**src/design/pgr_pkg.sv**
```systemverilog
package pgr_pkg;

	localparam int CoordW = 12;
	localparam int MsW = 16;
	localparam int RadiusW = 10;
	localparam int RadiusSqW = 2 * RadiusW;
	localparam int FingerW = 4;
	localparam int CfgAddrW = 2;
	localparam int CfgDataW = 16;
	localparam int MaxBeats = 2;
	localparam int FifoDepth = 4;
	localparam int FifoPtrW = $clog2(FifoDepth);
	localparam int FifoCntW = $clog2(FifoDepth + 1);

	localparam logic [FingerW-1:0] FingerMax = '1;
	localparam logic [FingerW-1:0] MultiFingers = FingerW'(2);
	localparam logic [MsW-1:0] MsMax = '1;

	localparam logic [RadiusSqW-1:0] RadiusSqReset = RadiusSqW'(400);
	localparam logic [MsW-1:0] DoubleMsReset = MsW'(300);
	localparam logic [MsW-1:0] LongMsReset = MsW'(500);

	typedef enum logic [2:0] {
		REQ_FINGER_DOWN = 3'd0,
		REQ_FINGER_UP = 3'd1,
		REQ_BUTTON_DOWN = 3'd2,
		REQ_MOTION = 3'd3,
		REQ_BUTTON_UP = 3'd4,
		REQ_TICK = 3'd5
	} req_kind_t;

	typedef enum logic [2:0] {
		GST_CLICK = 3'd0,
		GST_DOUBLE = 3'd1,
		GST_LONG_BEGIN = 3'd2,
		GST_LONG_MOTION = 3'd3,
		GST_LONG_END = 3'd4,
		GST_DRAG_BEGIN = 3'd5,
		GST_DRAG_MOTION = 3'd6,
		GST_DRAG_END = 3'd7
	} gst_kind_t;

	typedef enum logic [CfgAddrW-1:0] {
		CFG_CLICK_RADIUS = 2'd0,
		CFG_DOUBLE_CLICK_MS = 2'd1,
		CFG_LONG_CLICK_MS = 2'd2
	} cfg_addr_t;

	// x in the low half
	typedef struct packed {
		logic [CoordW-1:0] y;
		logic [CoordW-1:0] x;
	} pos_t;

	typedef struct packed {
		req_kind_t kind;
		pos_t pos;
		logic primary;
	} req_t;

	typedef struct packed {
		gst_kind_t kind;
		pos_t pos;
		logic last;
	} result_t;

	typedef struct packed {
		logic [1:0] cnt;
		result_t [MaxBeats-1:0] beat;
	} result_set_t;

	typedef struct packed {
		logic [RadiusSqW-1:0] radius_sq;
		logic [MsW-1:0] double_ms;
		logic [MsW-1:0] long_ms;
	} cfg_t;

endpackage

```
**src/design/pointer_gesture_recognizer_top.sv**
```systemverilog
// Pointer gesture recognizer: takes one pointer beat (finger down/up, button down/up, motion,
// millisecond tick) per clock and turns it into click, double click, long-press and drag
// gestures. An accepted beat is held in the input register, where the state update and the
// closeness test (two 12x12 squares and a compare) happen; its gestures go into a four-entry
// result queue as it leaves. Sustained rate is one input beat per cycle; input stalls only
// while the queue holds more than two gestures. A primary button release can cause two
// gestures, which leave on two output beats, so a long run of such releases is paced by the
// output side at one gesture per cycle. Write registers via cfg_we/cfg_addr/cfg_wdata only
// while idle (not enforced by the block); the click radius is squared when it is written.
module pointer_gesture_recognizer_top import pgr_pkg::*; (
	input logic clk,
	input logic arst_n,
	input logic cfg_we,
	input logic [CfgAddrW-1:0] cfg_addr,
	input logic [CfgDataW-1:0] cfg_wdata,
	input logic s_axis_tvalid,
	output logic s_axis_tready,
	input logic [23:0] s_axis_tdata,   // pos_x[11:0], pos_y[23:12]
	input logic [3:0] s_axis_tuser,    // req_type[2:0], is_primary[3]
	output logic m_axis_tvalid,
	input logic m_axis_tready,
	output logic [23:0] m_axis_tdata,  // gesture_x[11:0], gesture_y[23:12]
	output logic [2:0] m_axis_tuser,   // gesture_kind[2:0]
	output logic m_axis_tlast          // last_of_run
);

	cfg_t cfg_q;
	logic valid_s1;
	req_t req_s1;
	logic fire;
	logic space_ok;
	result_set_t res;
	result_t head;

	always_ff @(posedge clk or negedge arst_n) begin
		if (!arst_n) begin
			cfg_q.radius_sq <= RadiusSqReset;
			cfg_q.double_ms <= DoubleMsReset;
			cfg_q.long_ms <= LongMsReset;
		end else if (cfg_we) begin
			unique case (cfg_addr)
				CFG_CLICK_RADIUS: cfg_q.radius_sq <= RadiusSqW'(cfg_wdata[RadiusW-1:0]) *
					RadiusSqW'(cfg_wdata[RadiusW-1:0]);
				CFG_DOUBLE_CLICK_MS: cfg_q.double_ms <= cfg_wdata[MsW-1:0];
				CFG_LONG_CLICK_MS: cfg_q.long_ms <= cfg_wdata[MsW-1:0];
				default: begin
				end
			endcase
		end
	end

	assign fire = valid_s1 && space_ok;
	assign s_axis_tready = !valid_s1 || fire;

	always_ff @(posedge clk or negedge arst_n) begin
		if (!arst_n) begin
			valid_s1 <= 1'b0;
		end else if (s_axis_tready) begin
			valid_s1 <= s_axis_tvalid;
		end
	end

	always_ff @(posedge clk) begin
		if (s_axis_tready && s_axis_tvalid) begin
			req_s1.kind <= req_kind_t'(s_axis_tuser[2:0]);
			req_s1.pos.x <= s_axis_tdata[11:0];
			req_s1.pos.y <= s_axis_tdata[23:12];
			req_s1.primary <= s_axis_tuser[3];
		end
	end

	pgr_core u_core (
		.clk(clk),
		.arst_n(arst_n),
		.fire(fire),
		.req(req_s1),
		.cfg(cfg_q),
		.res(res)
	);

	pgr_res_fifo u_res_fifo (
		.clk(clk),
		.arst_n(arst_n),
		.res(res),
		.space_ok(space_ok),
		.m_axis_tvalid(m_axis_tvalid),
		.m_axis_tready(m_axis_tready),
		.head(head)
	);

	assign m_axis_tdata = {head.pos.y, head.pos.x};
	assign m_axis_tuser = head.kind;
	assign m_axis_tlast = head.last;

endmodule

```
**src/design/pgr_core.sv**
```systemverilog
module pgr_core import pgr_pkg::*; (
	input logic clk,
	input logic arst_n,
	input logic fire,
	input req_t req,
	input cfg_t cfg,
	output result_set_t res
);

	logic [FingerW-1:0] finger_count_q, finger_count_d;
	logic multi_touch_block_q, multi_touch_block_d;
	logic pointer_down_q, pointer_down_d;
	logic in_long_press_q, in_long_press_d;
	logic in_drag_q, in_drag_d;
	logic press_valid_q, press_valid_d;
	pos_t press_pos_q, press_pos_d;
	logic pending_valid_q, pending_valid_d;
	pos_t pending_pos_q, pending_pos_d;
	logic double_armed_q, double_armed_d;
	logic [MsW-1:0] ms_since_press_q, ms_since_press_d;
	pos_t cursor_pos_q, cursor_pos_d;

	// shared closeness unit: button down: new press vs pending click; else press vs item
	pos_t near_a, near_b;
	logic near_en, near_hit;
	logic [CoordW-1:0] dx, dy;
	logic [2*CoordW-1:0] dx_sq, dy_sq;
	logic [2*CoordW:0] dist_sq;

	always_comb begin
		if (req.kind == REQ_BUTTON_DOWN) begin
			near_a = req.pos;
			near_b = pending_pos_q;
			near_en = 1'b1;
		end else begin
			near_a = press_pos_q;
			near_b = req.pos;
			near_en = press_valid_q;
		end
		dx = (near_a.x >= near_b.x) ? near_a.x - near_b.x : near_b.x - near_a.x;
		dy = (near_a.y >= near_b.y) ? near_a.y - near_b.y : near_b.y - near_a.y;
		dx_sq = (2*CoordW)'(dx) * (2*CoordW)'(dx);
		dy_sq = (2*CoordW)'(dy) * (2*CoordW)'(dy);
		dist_sq = {1'b0, dx_sq} + {1'b0, dy_sq};
		near_hit = near_en && (dist_sq < (2*CoordW+1)'(cfg.radius_sq));
	end

	logic [MsW-1:0] ms_inc;
	logic click_hit;
	result_t first_beat, second_beat;
	logic first_v, second_v;

	always_comb begin
		finger_count_d = finger_count_q;
		multi_touch_block_d = multi_touch_block_q;
		pointer_down_d = pointer_down_q;
		in_long_press_d = in_long_press_q;
		in_drag_d = in_drag_q;
		press_valid_d = press_valid_q;
		press_pos_d = press_pos_q;
		pending_valid_d = pending_valid_q;
		pending_pos_d = pending_pos_q;
		double_armed_d = double_armed_q;
		ms_since_press_d = ms_since_press_q;
		cursor_pos_d = cursor_pos_q;
		first_v = 1'b0;
		second_v = 1'b0;
		first_beat = '0;
		second_beat = '0;
		ms_inc = (ms_since_press_q == MsMax) ? ms_since_press_q : ms_since_press_q + 1'b1;
		click_hit = near_hit && (ms_since_press_q < cfg.long_ms);

		unique case (req.kind)
			REQ_FINGER_DOWN: begin
				if (finger_count_q != FingerMax) finger_count_d = finger_count_q + 1'b1;
				if (finger_count_d >= MultiFingers) multi_touch_block_d = 1'b1;
			end
			REQ_FINGER_UP: begin
				if (finger_count_q != '0) finger_count_d = finger_count_q - 1'b1;
				if (finger_count_d == '0) multi_touch_block_d = 1'b0;
			end
			REQ_BUTTON_DOWN: begin
				if (req.primary) pointer_down_d = 1'b1;
				press_pos_d = req.pos;
				press_valid_d = 1'b1;
				if (pending_valid_q && ms_since_press_q < cfg.double_ms && near_hit)
					double_armed_d = 1'b1;
				ms_since_press_d = '0;
			end
			REQ_MOTION: begin
				cursor_pos_d = req.pos;
				if (pointer_down_q && finger_count_q < MultiFingers) begin
					if (in_long_press_q) begin
						first_v = 1'b1;
						first_beat = '{kind: GST_LONG_MOTION, pos: req.pos, last: 1'b0};
					end else if (!near_hit && !in_drag_q) begin
						first_v = 1'b1;
						first_beat = '{kind: GST_DRAG_BEGIN, pos: req.pos, last: 1'b0};
						in_drag_d = 1'b1;
					end else if (in_drag_q) begin
						first_v = 1'b1;
						first_beat = '{kind: GST_DRAG_MOTION, pos: req.pos, last: 1'b0};
					end
				end
			end
			REQ_BUTTON_UP: begin
				if (req.primary) begin
					pointer_down_d = 1'b0;
					if (click_hit) begin
						first_v = 1'b1;
						if (double_armed_q) begin
							first_beat = '{kind: GST_DOUBLE, pos: pending_pos_q, last: 1'b0};
							pending_valid_d = 1'b0;
						end else begin
							first_beat = '{kind: GST_CLICK, pos: press_pos_q, last: 1'b0};
							pending_pos_d = press_pos_q;
							pending_valid_d = 1'b1;
						end
					end
					if (in_long_press_q) begin
						second_v = 1'b1;
						second_beat = '{kind: GST_LONG_END, pos: req.pos, last: 1'b0};
						pending_valid_d = 1'b0;
						in_long_press_d = 1'b0;
					end else if (in_drag_q) begin
						second_v = 1'b1;
						second_beat = '{kind: GST_DRAG_END, pos: req.pos, last: 1'b0};
						in_drag_d = 1'b0;
					end
					press_valid_d = 1'b0;
				end
				double_armed_d = 1'b0;
			end
			REQ_TICK: begin
				ms_since_press_d = ms_inc;
				if (!in_long_press_q && pointer_down_q && !multi_touch_block_q &&
						ms_inc > cfg.long_ms && !in_drag_q) begin
					first_v = 1'b1;
					first_beat = '{kind: GST_LONG_BEGIN, pos: cursor_pos_q, last: 1'b0};
					in_long_press_d = 1'b1;
				end
			end
			default: begin
			end
		endcase
	end

	// pack the beats to the front and mark the final one
	always_comb begin
		res = '0;
		if (fire) begin
			priority if (first_v && second_v) begin
				res.cnt = 2'd2;
				res.beat[0] = first_beat;
				res.beat[1] = second_beat;
				res.beat[1].last = 1'b1;
			end else if (first_v) begin
				res.cnt = 2'd1;
				res.beat[0] = first_beat;
				res.beat[0].last = 1'b1;
			end else if (second_v) begin
				res.cnt = 2'd1;
				res.beat[0] = second_beat;
				res.beat[0].last = 1'b1;
			end
		end
	end

	always_ff @(posedge clk or negedge arst_n) begin
		if (!arst_n) begin
			finger_count_q <= '0;
			multi_touch_block_q <= 1'b0;
			pointer_down_q <= 1'b0;
			in_long_press_q <= 1'b0;
			in_drag_q <= 1'b0;
			press_valid_q <= 1'b0;
			press_pos_q <= '0;
			pending_valid_q <= 1'b0;
			pending_pos_q <= '0;
			double_armed_q <= 1'b0;
			ms_since_press_q <= '0;
			cursor_pos_q <= '0;
		end else if (fire) begin
			finger_count_q <= finger_count_d;
			multi_touch_block_q <= multi_touch_block_d;
			pointer_down_q <= pointer_down_d;
			in_long_press_q <= in_long_press_d;
			in_drag_q <= in_drag_d;
			press_valid_q <= press_valid_d;
			press_pos_q <= press_pos_d;
			pending_valid_q <= pending_valid_d;
			pending_pos_q <= pending_pos_d;
			double_armed_q <= double_armed_d;
			ms_since_press_q <= ms_since_press_d;
			cursor_pos_q <= cursor_pos_d;
		end
	end

`ifndef NO_ASSERTIONS
	a_no_long_and_drag: assert property (@(posedge clk) disable iff (!arst_n)
		!(in_long_press_q && in_drag_q))
		else $error("long press and drag active together");

	a_multi_touch_tracks_count: assert property (@(posedge clk) disable iff (!arst_n)
		(finger_count_q >= MultiFingers) |-> multi_touch_block_q)
		else $error("multi-touch block clear with two or more fingers");

	a_two_beats_only_on_release: assert property (@(posedge clk) disable iff (!arst_n)
		(res.cnt == 2'd2) |-> (fire && req.kind == REQ_BUTTON_UP && req.primary))
		else $error("two gestures from an item other than a primary release");
`endif

endmodule

```
**src/design/pgr_res_fifo.sv**
```systemverilog
module pgr_res_fifo import pgr_pkg::*; (
	input logic clk,
	input logic arst_n,
	input result_set_t res,
	output logic space_ok,
	output logic m_axis_tvalid,
	input logic m_axis_tready,
	output result_t head
);

	result_t entry_q [FifoDepth];
	logic [FifoPtrW-1:0] wr_ptr_q, rd_ptr_q;
	logic [FifoCntW-1:0] count_q;
	logic pop;

	assign pop = m_axis_tvalid && m_axis_tready;
	assign m_axis_tvalid = (count_q != '0);
	assign head = entry_q[rd_ptr_q];
	// room for the largest burst one item can cause
	assign space_ok = (count_q <= FifoCntW'(FifoDepth - MaxBeats));

	always_ff @(posedge clk) begin
		if (res.cnt != 2'd0) entry_q[wr_ptr_q] <= res.beat[0];
		if (res.cnt == 2'd2) entry_q[wr_ptr_q + 1'b1] <= res.beat[1];
	end

	always_ff @(posedge clk or negedge arst_n) begin
		if (!arst_n) begin
			wr_ptr_q <= '0;
			rd_ptr_q <= '0;
			count_q <= '0;
		end else begin
			wr_ptr_q <= wr_ptr_q + FifoPtrW'(res.cnt);
			if (pop) rd_ptr_q <= rd_ptr_q + 1'b1;
			count_q <= count_q + FifoCntW'(res.cnt) - FifoCntW'(pop);
		end
	end

`ifndef NO_ASSERTIONS
	a_count_bound: assert property (@(posedge clk) disable iff (!arst_n)
		count_q <= FifoCntW'(FifoDepth))
		else $error("result queue overflow");

	a_push_needs_room: assert property (@(posedge clk) disable iff (!arst_n)
		(res.cnt != 2'd0) |-> space_ok)
		else $error("results pushed without room");

	a_drains_to_empty: assert property (@(posedge clk) disable iff (!arst_n)
		(pop && count_q == FifoCntW'(1) && res.cnt == 2'd0) |=> !m_axis_tvalid)
		else $error("queue not empty after last beat left");
`endif

endmodule

```
**config.mk**
```make
export PLATFORM = sky130hd
export DESIGN_NAME = pointer_gesture_recognizer_top
export DESIGN_NICKNAME = d
export VERILOG_FILES = /design/src/design/pgr_pkg.sv /design/src/design/pointer_gesture_recognizer_top.sv /design/src/design/pgr_core.sv /design/src/design/pgr_res_fifo.sv
export SDC_FILE = /design/constraint.sdc
export NUM_CORES = 1
export LEC_CHECK = 0
export BUFFER_PORTS_ARGS = -buffer_cell sky130_fd_sc_hd__buf_4
export CORE_MARGIN = 4
export CORE_UTILIZATION = 50
export CTS_CLUSTER_DIAMETER = 50
export DETAILED_ROUTE_END_ITERATION = 8
export GPL_TIMING_DRIVEN = 0
export PLACE_DENSITY = 0.7
export SLEW_MARGIN = 0
export SYNTH_ARGS = -nofsm -noshare
export SYNTH_HDL_FRONTEND = slang
export SYNTH_SLANG_ARGS = --single-unit
```
**constraint.sdc**
```tcl
create_clock -name clk -period 31.9 [get_ports clk]
set_input_delay 3.19 -clock clk [delete_from_list [all_inputs] [get_ports clk]]
set_output_delay 3.19 -clock clk [all_outputs]
set_load 0.005 [all_outputs]
```
==> results of run 1 <==
per-layer routing:
layer	global-route usage	wire, um	vias to the layer above
met5	0	0	-
met4	0.0594	1700	0
met3	0.0362	4790	118
met2	0.394	34400	726
met1	0.329	30700	10700
li1	-	-	9921
metrics by stage:
step / area [um2] / utilization / hold WS (ns) / instances / setup slack (ns)
2_1_floorplan: 28600 / - / 0.439 / 2847 / 17.81
3_3_place_gp: 30100 / 0.533 / 0.457 / 3683 / 14.19
3_5_place_dp: 30200 / 0.535 / 0.473 / 3687 / 15.45
4_1_cts: 31600 / 0.559 / 0.485 / 3756 / 15.32
5_1_grt: 31600 / 0.559 / 0.511 / 3756 / 14.18
6_report: 31600 / 0.559 / 0.476 / 3756 / 15.12
cell type report:
class,count,area (um2)
clock buffer,47,1030
multi-input combinational,1980,18200
buffer,106,467
tap,756,946
inverter,463,1740
timing repair buffer,84,696
sequential,298,8170
clock inverter,22,294
fill,4926,24900
worst paths after layout:
check	from	endpoint	slack, ns	cells past startpoint
max	req_s1[25]	u_res_fifo.entry_q[2][17]	15.12	55
max reg2reg	req_s1[25]	u_res_fifo.entry_q[2][17]	15.12	55
min	cfg_q[37]	cfg_q[37]	0.48	2
max in group asynchronous	arst_n	cfg_q[1]	28.33	2
min reg2reg	cfg_q[37]	cfg_q[37]	0.48	2
min in group asynchronous	arst_n	u_core.press_pos_q[4]	2.59	1
state kept, by name, summed over array words and instances, names as in the netlist, 3 cells and up:
name / flops
u_res_fifo.entry_q: 112
u_core.finger_count_q: 4
u_core.ms_since_press_q: 16
cfg_q: 51
u_res_fifo.count_q: 3
req_s1: 28
u_core.cursor_pos_q: 24
u_core.press_pos_q: 24
u_core.pending_pos_q: 24
synthesized netlist by cell type, types with 13 or more instances:
master    instances
a21o_1           45
nand3_1          29
nor2_1          151
mux2_4           17
xnor2_1          49
nor2b_1          16
a21oi_1          97
or2_2            15
o21ai_0          98
and3_1           20
a211oi_1         23
inv_1           450
a31oi_1          16
a222oi_1         19
o22ai_1          79
o21bai_1         14
xor2_1           30
buf_2            16
mux2_2          109
edfxtp_1        140
nand2_1         272
fa_1            249
a22o_1           15
nand4_1          20
dfstp_2          13
and2_1           46
mux4_2           28
mux2i_1          23
clkbuf_1         70
nor3_1           27
nand2b_1         57
o21a_1           14
ha_1            270
dfrtp_1         145
cell families after synthesis:
kind of cell	synth area share
AOI/OAI and AO/OA	0.115
xor gates and xnor gates	0.0288
adders and majority gates	0.293
buffers and inverters	0.0772
DFF	0.286
muxes	0.0821
and+or+nand+nor	0.117
critical path: cells and delay by family (launching register included):
family                     cells  cell delay (ns)
adders and majority gates     11             4.79
and+or+nand+nor               17             3.82
buffers and inverters         13             3.50
AOI/OAI and AO/OA             12             3.02
xor gates and xnor gates       2             0.72
DFF                            1             0.56
==> metrics.md, run 1 <==
| Metric | Value |
|---|---|
| Status | `complete, no violations` |
| Clock Path Buffers | `3` |
| Vias in the first global route | `22,500` |
| Post-CTS Resized | `0` |
| Clock-pin slew on the worst setup and hold paths | `0.06 ns` |
| Max_cap viols | `0` |
| Synth Net Count | `3,417` |
| Share of layout cells above drive strength 1 | `0.133` |
| Final #Nets | `3,541` |
| Startpoint Class | `flop` |
| Final Skew | `0.0309 ns` |
| DRC viols | `0` |
| Critical path's most frequent cell | `fa_1` |
| Post-synth top flop | `dfrtp_1` |
| Final Wtd Congestion | `0.916` |
| Worst-Skew Late Latency | `0.55 ns` |
| Die W | `247 um` |
| Max Freq | `59.6 MHz` |
| Fin crit share | `0.526` |
| Crit Path Max Fanout | `10` |
| Synth area leader | `fa_1` |
| CP required | `32.15 ns` |
| Vias/cell | `5.72` |
| Final wirelength | `71,600 um` |
| FP Rows | `87` |
| Largest net degree at the start of global routing | `118` |
| Most frequent cells in the layout | `450 x inv_1, 272 x nand2_1, 270 x ha_1, 249 x fa_1, 150 x nor2_1` |
| Post-Route Setup TNS | `0 ns` |
| Syn-to-layout area delta | `10.5%` |
| Seq cells post-synth | `298` |
| Post-synth EDFFs | `140` |
| Root buffer cell | `clkbuf_16` |
| Crit end category | `flop` |
| CTS tree | `done` |
| ANT cells | `0` |
| Grt total ovfl | `0` |
| Via count | `21,500` |
| Critical path class | `flop to flop` |
| Buffers on Ports | `80` |
| Hold WC Path Type | `flop to flop` |
| HPWL Detailed | `56,700 um` |
| Seq/Total Area, Yosys | `0.286` |
| Synth Warn # | `0` |
| Max-slew headroom | `0.330` |
| Max stage delay cell, worst path | `buf_1` |
| Fin. max-slew vios | `0` |
| Commonest non-fill, non-tap cell in the layout | `inv_1` |
| Final min period | `16.78 ns` |
| Yosys cell types | `92` |
| Cell Area, Synth | `0.0286 mm2` |
| Top cell type's share of synthesized area | `0.175` |
| Initial antenna violation count | `1` |
| Area of the core | `0.0565 mm2` |
| Average wire per standard cell | `19.1 um` |
| First-pass GRT wire length | `117,000 um` |
| H-tree levels | `2` |
| Final Hold Vio Count | `0` |
| Initial core utilization | `0.505` |
| RSZ-0062 raised after global routing | `no` |
| Syn avg cell area | `10.0 um2` |
| Post-CTS Setup Bufs | `0` |
| Die footprint | `0.0610 mm2` |
| Crit-path max cell delay | `0.65 ns` |
| Drt pass-1 iters | `6` |
| Ports | `81` |
| Cts bufs inserted | `38` |
| Cts hold-fix bufs | `0` |
| Clk sinks | `298` |
| Mapped Cells | `2,847` |
| Post-route ant nets | `0` |
| Synth top area cells | `fa_1 17%, edfxtp_1 15%, dfrtp_1 13%` |
| WP data arrival | `17.03 ns` |
| Actual slew at the worst max-slew pin | `1.01 ns` |
| Die height | `247 um` |
| DR iter-0 viols | `1,647` |
| GRT Total Usage | `0.238` |
| Finish-stage setup viols | `0` |
| Async SR Flop Fraction | `0.530` |
Power of run 1 is left out: the tool's default activity adds up to more than one toggle a clock period on the data nets, which glitch-free logic cannot reach.
==> run 2, diff against run 1 <==
--- a/config.mk
+++ b/config.mk
@@ -11,7 +11,7 @@
 export CTS_CLUSTER_DIAMETER = 50
 export DETAILED_ROUTE_END_ITERATION = 8
 export GPL_TIMING_DRIVEN = 0
-export PLACE_DENSITY = 0.7
+export PLACE_DENSITY = 0.73
 export SLEW_MARGIN = 0
 export SYNTH_ARGS = -nofsm -noshare
 export SYNTH_HDL_FRONTEND = slang
==> constraint.sdc (replaced) <==
create_clock -name clk -period 14.7 [get_ports clk]
set_input_delay 1.47 -clock clk [delete_from_list [all_inputs] [get_ports clk]]
set_output_delay 1.47 -clock clk [all_outputs]
set_load 0.005 [all_outputs]
==> metrics.md, run 2 (synthesized netlist as in run 1, its figures left out) <==
| Metric | Value |
|---|---|
| Status | `complete, no violations (unchanged)` |
| GRT Total Usage | `0.239 (was 0.238)` |
| Worst-Skew Late Latency | `0.56 ns (was 0.55 ns)` |
| Grt total ovfl | `0 (unchanged)` |
| Final wirelength | `72,200 um (was 71,600 um)` |
| Max_cap viols | `0 (unchanged)` |
| Critical path's most frequent cell | `fa_1 (unchanged)` |
| Startpoint Class | `flop (unchanged)` |
| Finish-stage setup viols | `0 (unchanged)` |
| Area of the core | `0.0565 mm2 (unchanged)` |
| Fin. max-slew vios | `0 (unchanged)` |
| Clock-pin slew on the worst setup and hold paths | `0.06 ns (about the same)` |
| Via count | `21,800 (was 21,500)` |
| Initial core utilization | `0.505 (unchanged)` |
| HPWL Detailed | `56,000 um (was 56,700 um)` |
| Commonest non-fill, non-tap cell in the layout | `inv_1 (unchanged)` |
| Root buffer cell | `clkbuf_16 (unchanged)` |
| Final Wtd Congestion | `0.929 (was 0.916)` |
| Average wire per standard cell | `19.1 um (about the same)` |
| Final min period | `14.23 ns (was 16.78 ns)` |
| Share of layout cells above drive strength 1 | `0.162 (was 0.133)` |
| Final Util | `0.570 (was 0.559)` |
| Largest net degree at the start of global routing | `118 (unchanged)` |
| Cts bufs inserted | `38 (unchanged)` |
| Register area | `0.00817 mm2 (unchanged)` |
| Crit end category | `flop (unchanged)` |
| Max-slew headroom | `0.242 (was 0.330)` |
| Hold WC Path Type | `flop to flop (unchanged)` |
| WP data arrival | `14.51 ns (was 17.03 ns)` |
| Critical path class | `flop to flop (unchanged)` |
| Final #Nets | `3,574 (was 3,541)` |
| DRC viols | `0 (unchanged)` |
| Largest Register | `u_res_fifo.entry_q (unchanged)` |
| Syn-to-layout area delta | `12.9% (was 10.5%)` |
| Die W | `247 um (unchanged)` |
| Cts hold-fix bufs | `0 (unchanged)` |
| Fillers | `4,734 (was 4,926)` |
| Buffers on Ports | `80 (unchanged)` |
| Actual slew at the worst max-slew pin | `1.13 ns (was 1.01 ns)` |
| Most frequent cells in the layout | `448 x inv_1, 268 x ha_1, 263 x nand2_1, 249 x fa_1, 145 x dfrtp_1 (was 450 x inv_1, 272 x nand2_1, 270 x ha_1, 249 x fa_1, 150 x nor2_1)` |
| Die height | `247 um (unchanged)` |
| Crit-path max cell delay | `0.57 ns (was 0.65 ns)` |
| First-pass GRT wire length | `118,000 um (was 117,000 um)` |
| Clock Path Buffers | `3 (unchanged)` |
| Fin crit share | `0.968 (was 0.526)` |
| Largest regs | `u_res_fifo.entry_q x112, cfg_q x51, req_s1 x28 (unchanged)` |
| CTS tree | `done (unchanged)` |
| Final Skew | `0.0271 ns (was 0.0309 ns)` |
| Flip-flop count of the largest register after layout | `112 (unchanged)` |
| FP Rows | `87 (unchanged)` |
| Initial antenna violation count | `0 (was 1)` |
| Clk sinks | `298 (unchanged)` |
| Crit Path Max Fanout | `10 (unchanged)` |
| Max Freq | `70.3 MHz (was 59.6 MHz)` |
| CP required | `14.98 ns (was 32.15 ns)` |
| Die footprint | `0.0610 mm2 (unchanged)` |
| DR iter-0 viols | `1,775 (was 1,647)` |
| Vias/cell | `5.75 (was 5.72)` |
| Post-route ant nets | `0 (unchanged)` |
| Multi-input logic area | `0.0186 mm2 (was 0.0182 mm2)` |
| H-tree levels | `2 (unchanged)` |
| Vias in the first global route | `22,400 (was 22,500)` |
| Max stage delay cell, worst path | `fa_1 (was buf_1)` |
| Ports | `81 (unchanged)` |
| Drt pass-1 iters | `8 (was 6)` |
| Final Hold Vio Count | `0 (unchanged)` |
[run 2: cell count changes in the layout (fill, tap and decap cells not counted), sizes merged]
cell | before | now
buf | 120 | 155
bufinv | 5 | 2
inv | 466 | 469
clkinvlp | 4 | 2
and3 | 20 | 21
diode | 0 | 1
[run 2: final timing paths]
check | end | from | slack [ns] | depth (start not counted)
min in group asynchronous | u_core.cursor_pos_q[7] | arst_n | 0.83 | 1
worst max register to register | u_res_fifo.entry_q[0][23] | req_s1[25] | 0.47 | 58
worst min register to register | u_core.cursor_pos_q[16] | u_core.cursor_pos_q[16] | 0.49 | 2
max in group asynchronous | u_core.ms_since_press_q[8] | arst_n | 12.91 | 2
worst min-delay path | u_core.cursor_pos_q[16] | u_core.cursor_pos_q[16] | 0.49 | 2
worst max-delay path | u_res_fifo.entry_q[0][23] | req_s1[25] | 0.47 | 58
[run 2: area by class of cell]
| class | count | share of cell area |
|---|---|---|
| Tap cell | 756 | 0.0293 |
| Clock buffer | 50 | 0.0332 |
| Timing Repair Buffer | 117 | 0.0299 |
| Clock inverter | 20 | 0.00679 |
| Buffer | 105 | 0.0167 |
| Antenna cell | 1 | 0.0000776 |
| Inverter | 463 | 0.0541 |
| Multi-Input combinational cell | 1981 | 0.576 |
| Sequential cell | 298 | 0.254 |
[run 2: per-stage QoR]
| stage | cells | worst slack [ns] | setup TNS, ns | hold slack [ns] | instance area, um2 |
|---|---|---|---|---|---|
| after floorplan | 2847 | 0.607 | 0 | 0.439 | 28600 |
| after global placement | 3683 | -2.81 | -387.50 | 0.457 | 30100 |
| after detailed placement | 3687 | -1.72 | -254.37 | 0.460 | 30200 |
| final | 3791 | 0.468 | 0 | 0.485 | 32200 |
| after global routing | 3790 | -0.0678 | -0.434 | 0.508 | 32200 |
| after CTS | 3773 | 0.00460 | 0 | 0.485 | 31800 |
[run 2: what timing repair did]
item	CTS	global route
resized for setup	49	74
cloned	1	2
pin swaps	7	11
setup endpoints to repair	246	229
setup buffers	15	16
[run 2: worst max-delay path, delay by kind of cell (launching register included)]
family | cells | cell delay [ns]
adders and majority gates | 12 | 5.13
AOI/OAI and AO/OA | 17 | 3.50
and+or+nand+nor | 12 | 2.38
buffers and inverters | 14 | 1.80
DFF | 1 | 0.54
xor gates and xnor gates | 2 | 0.30
muxes | 1 | 0.25
[run 2: per-layer routing]
layer	GRT usage	vias up	wire length (um)
met5	0	-	0
met4	0.0707	0	1930
met3	0.0434	147	5370
met2	0.393	820	34600
met1	0.327	10800	30300
li1	-	9993	-
Power of run 2 is left out for the same reason.
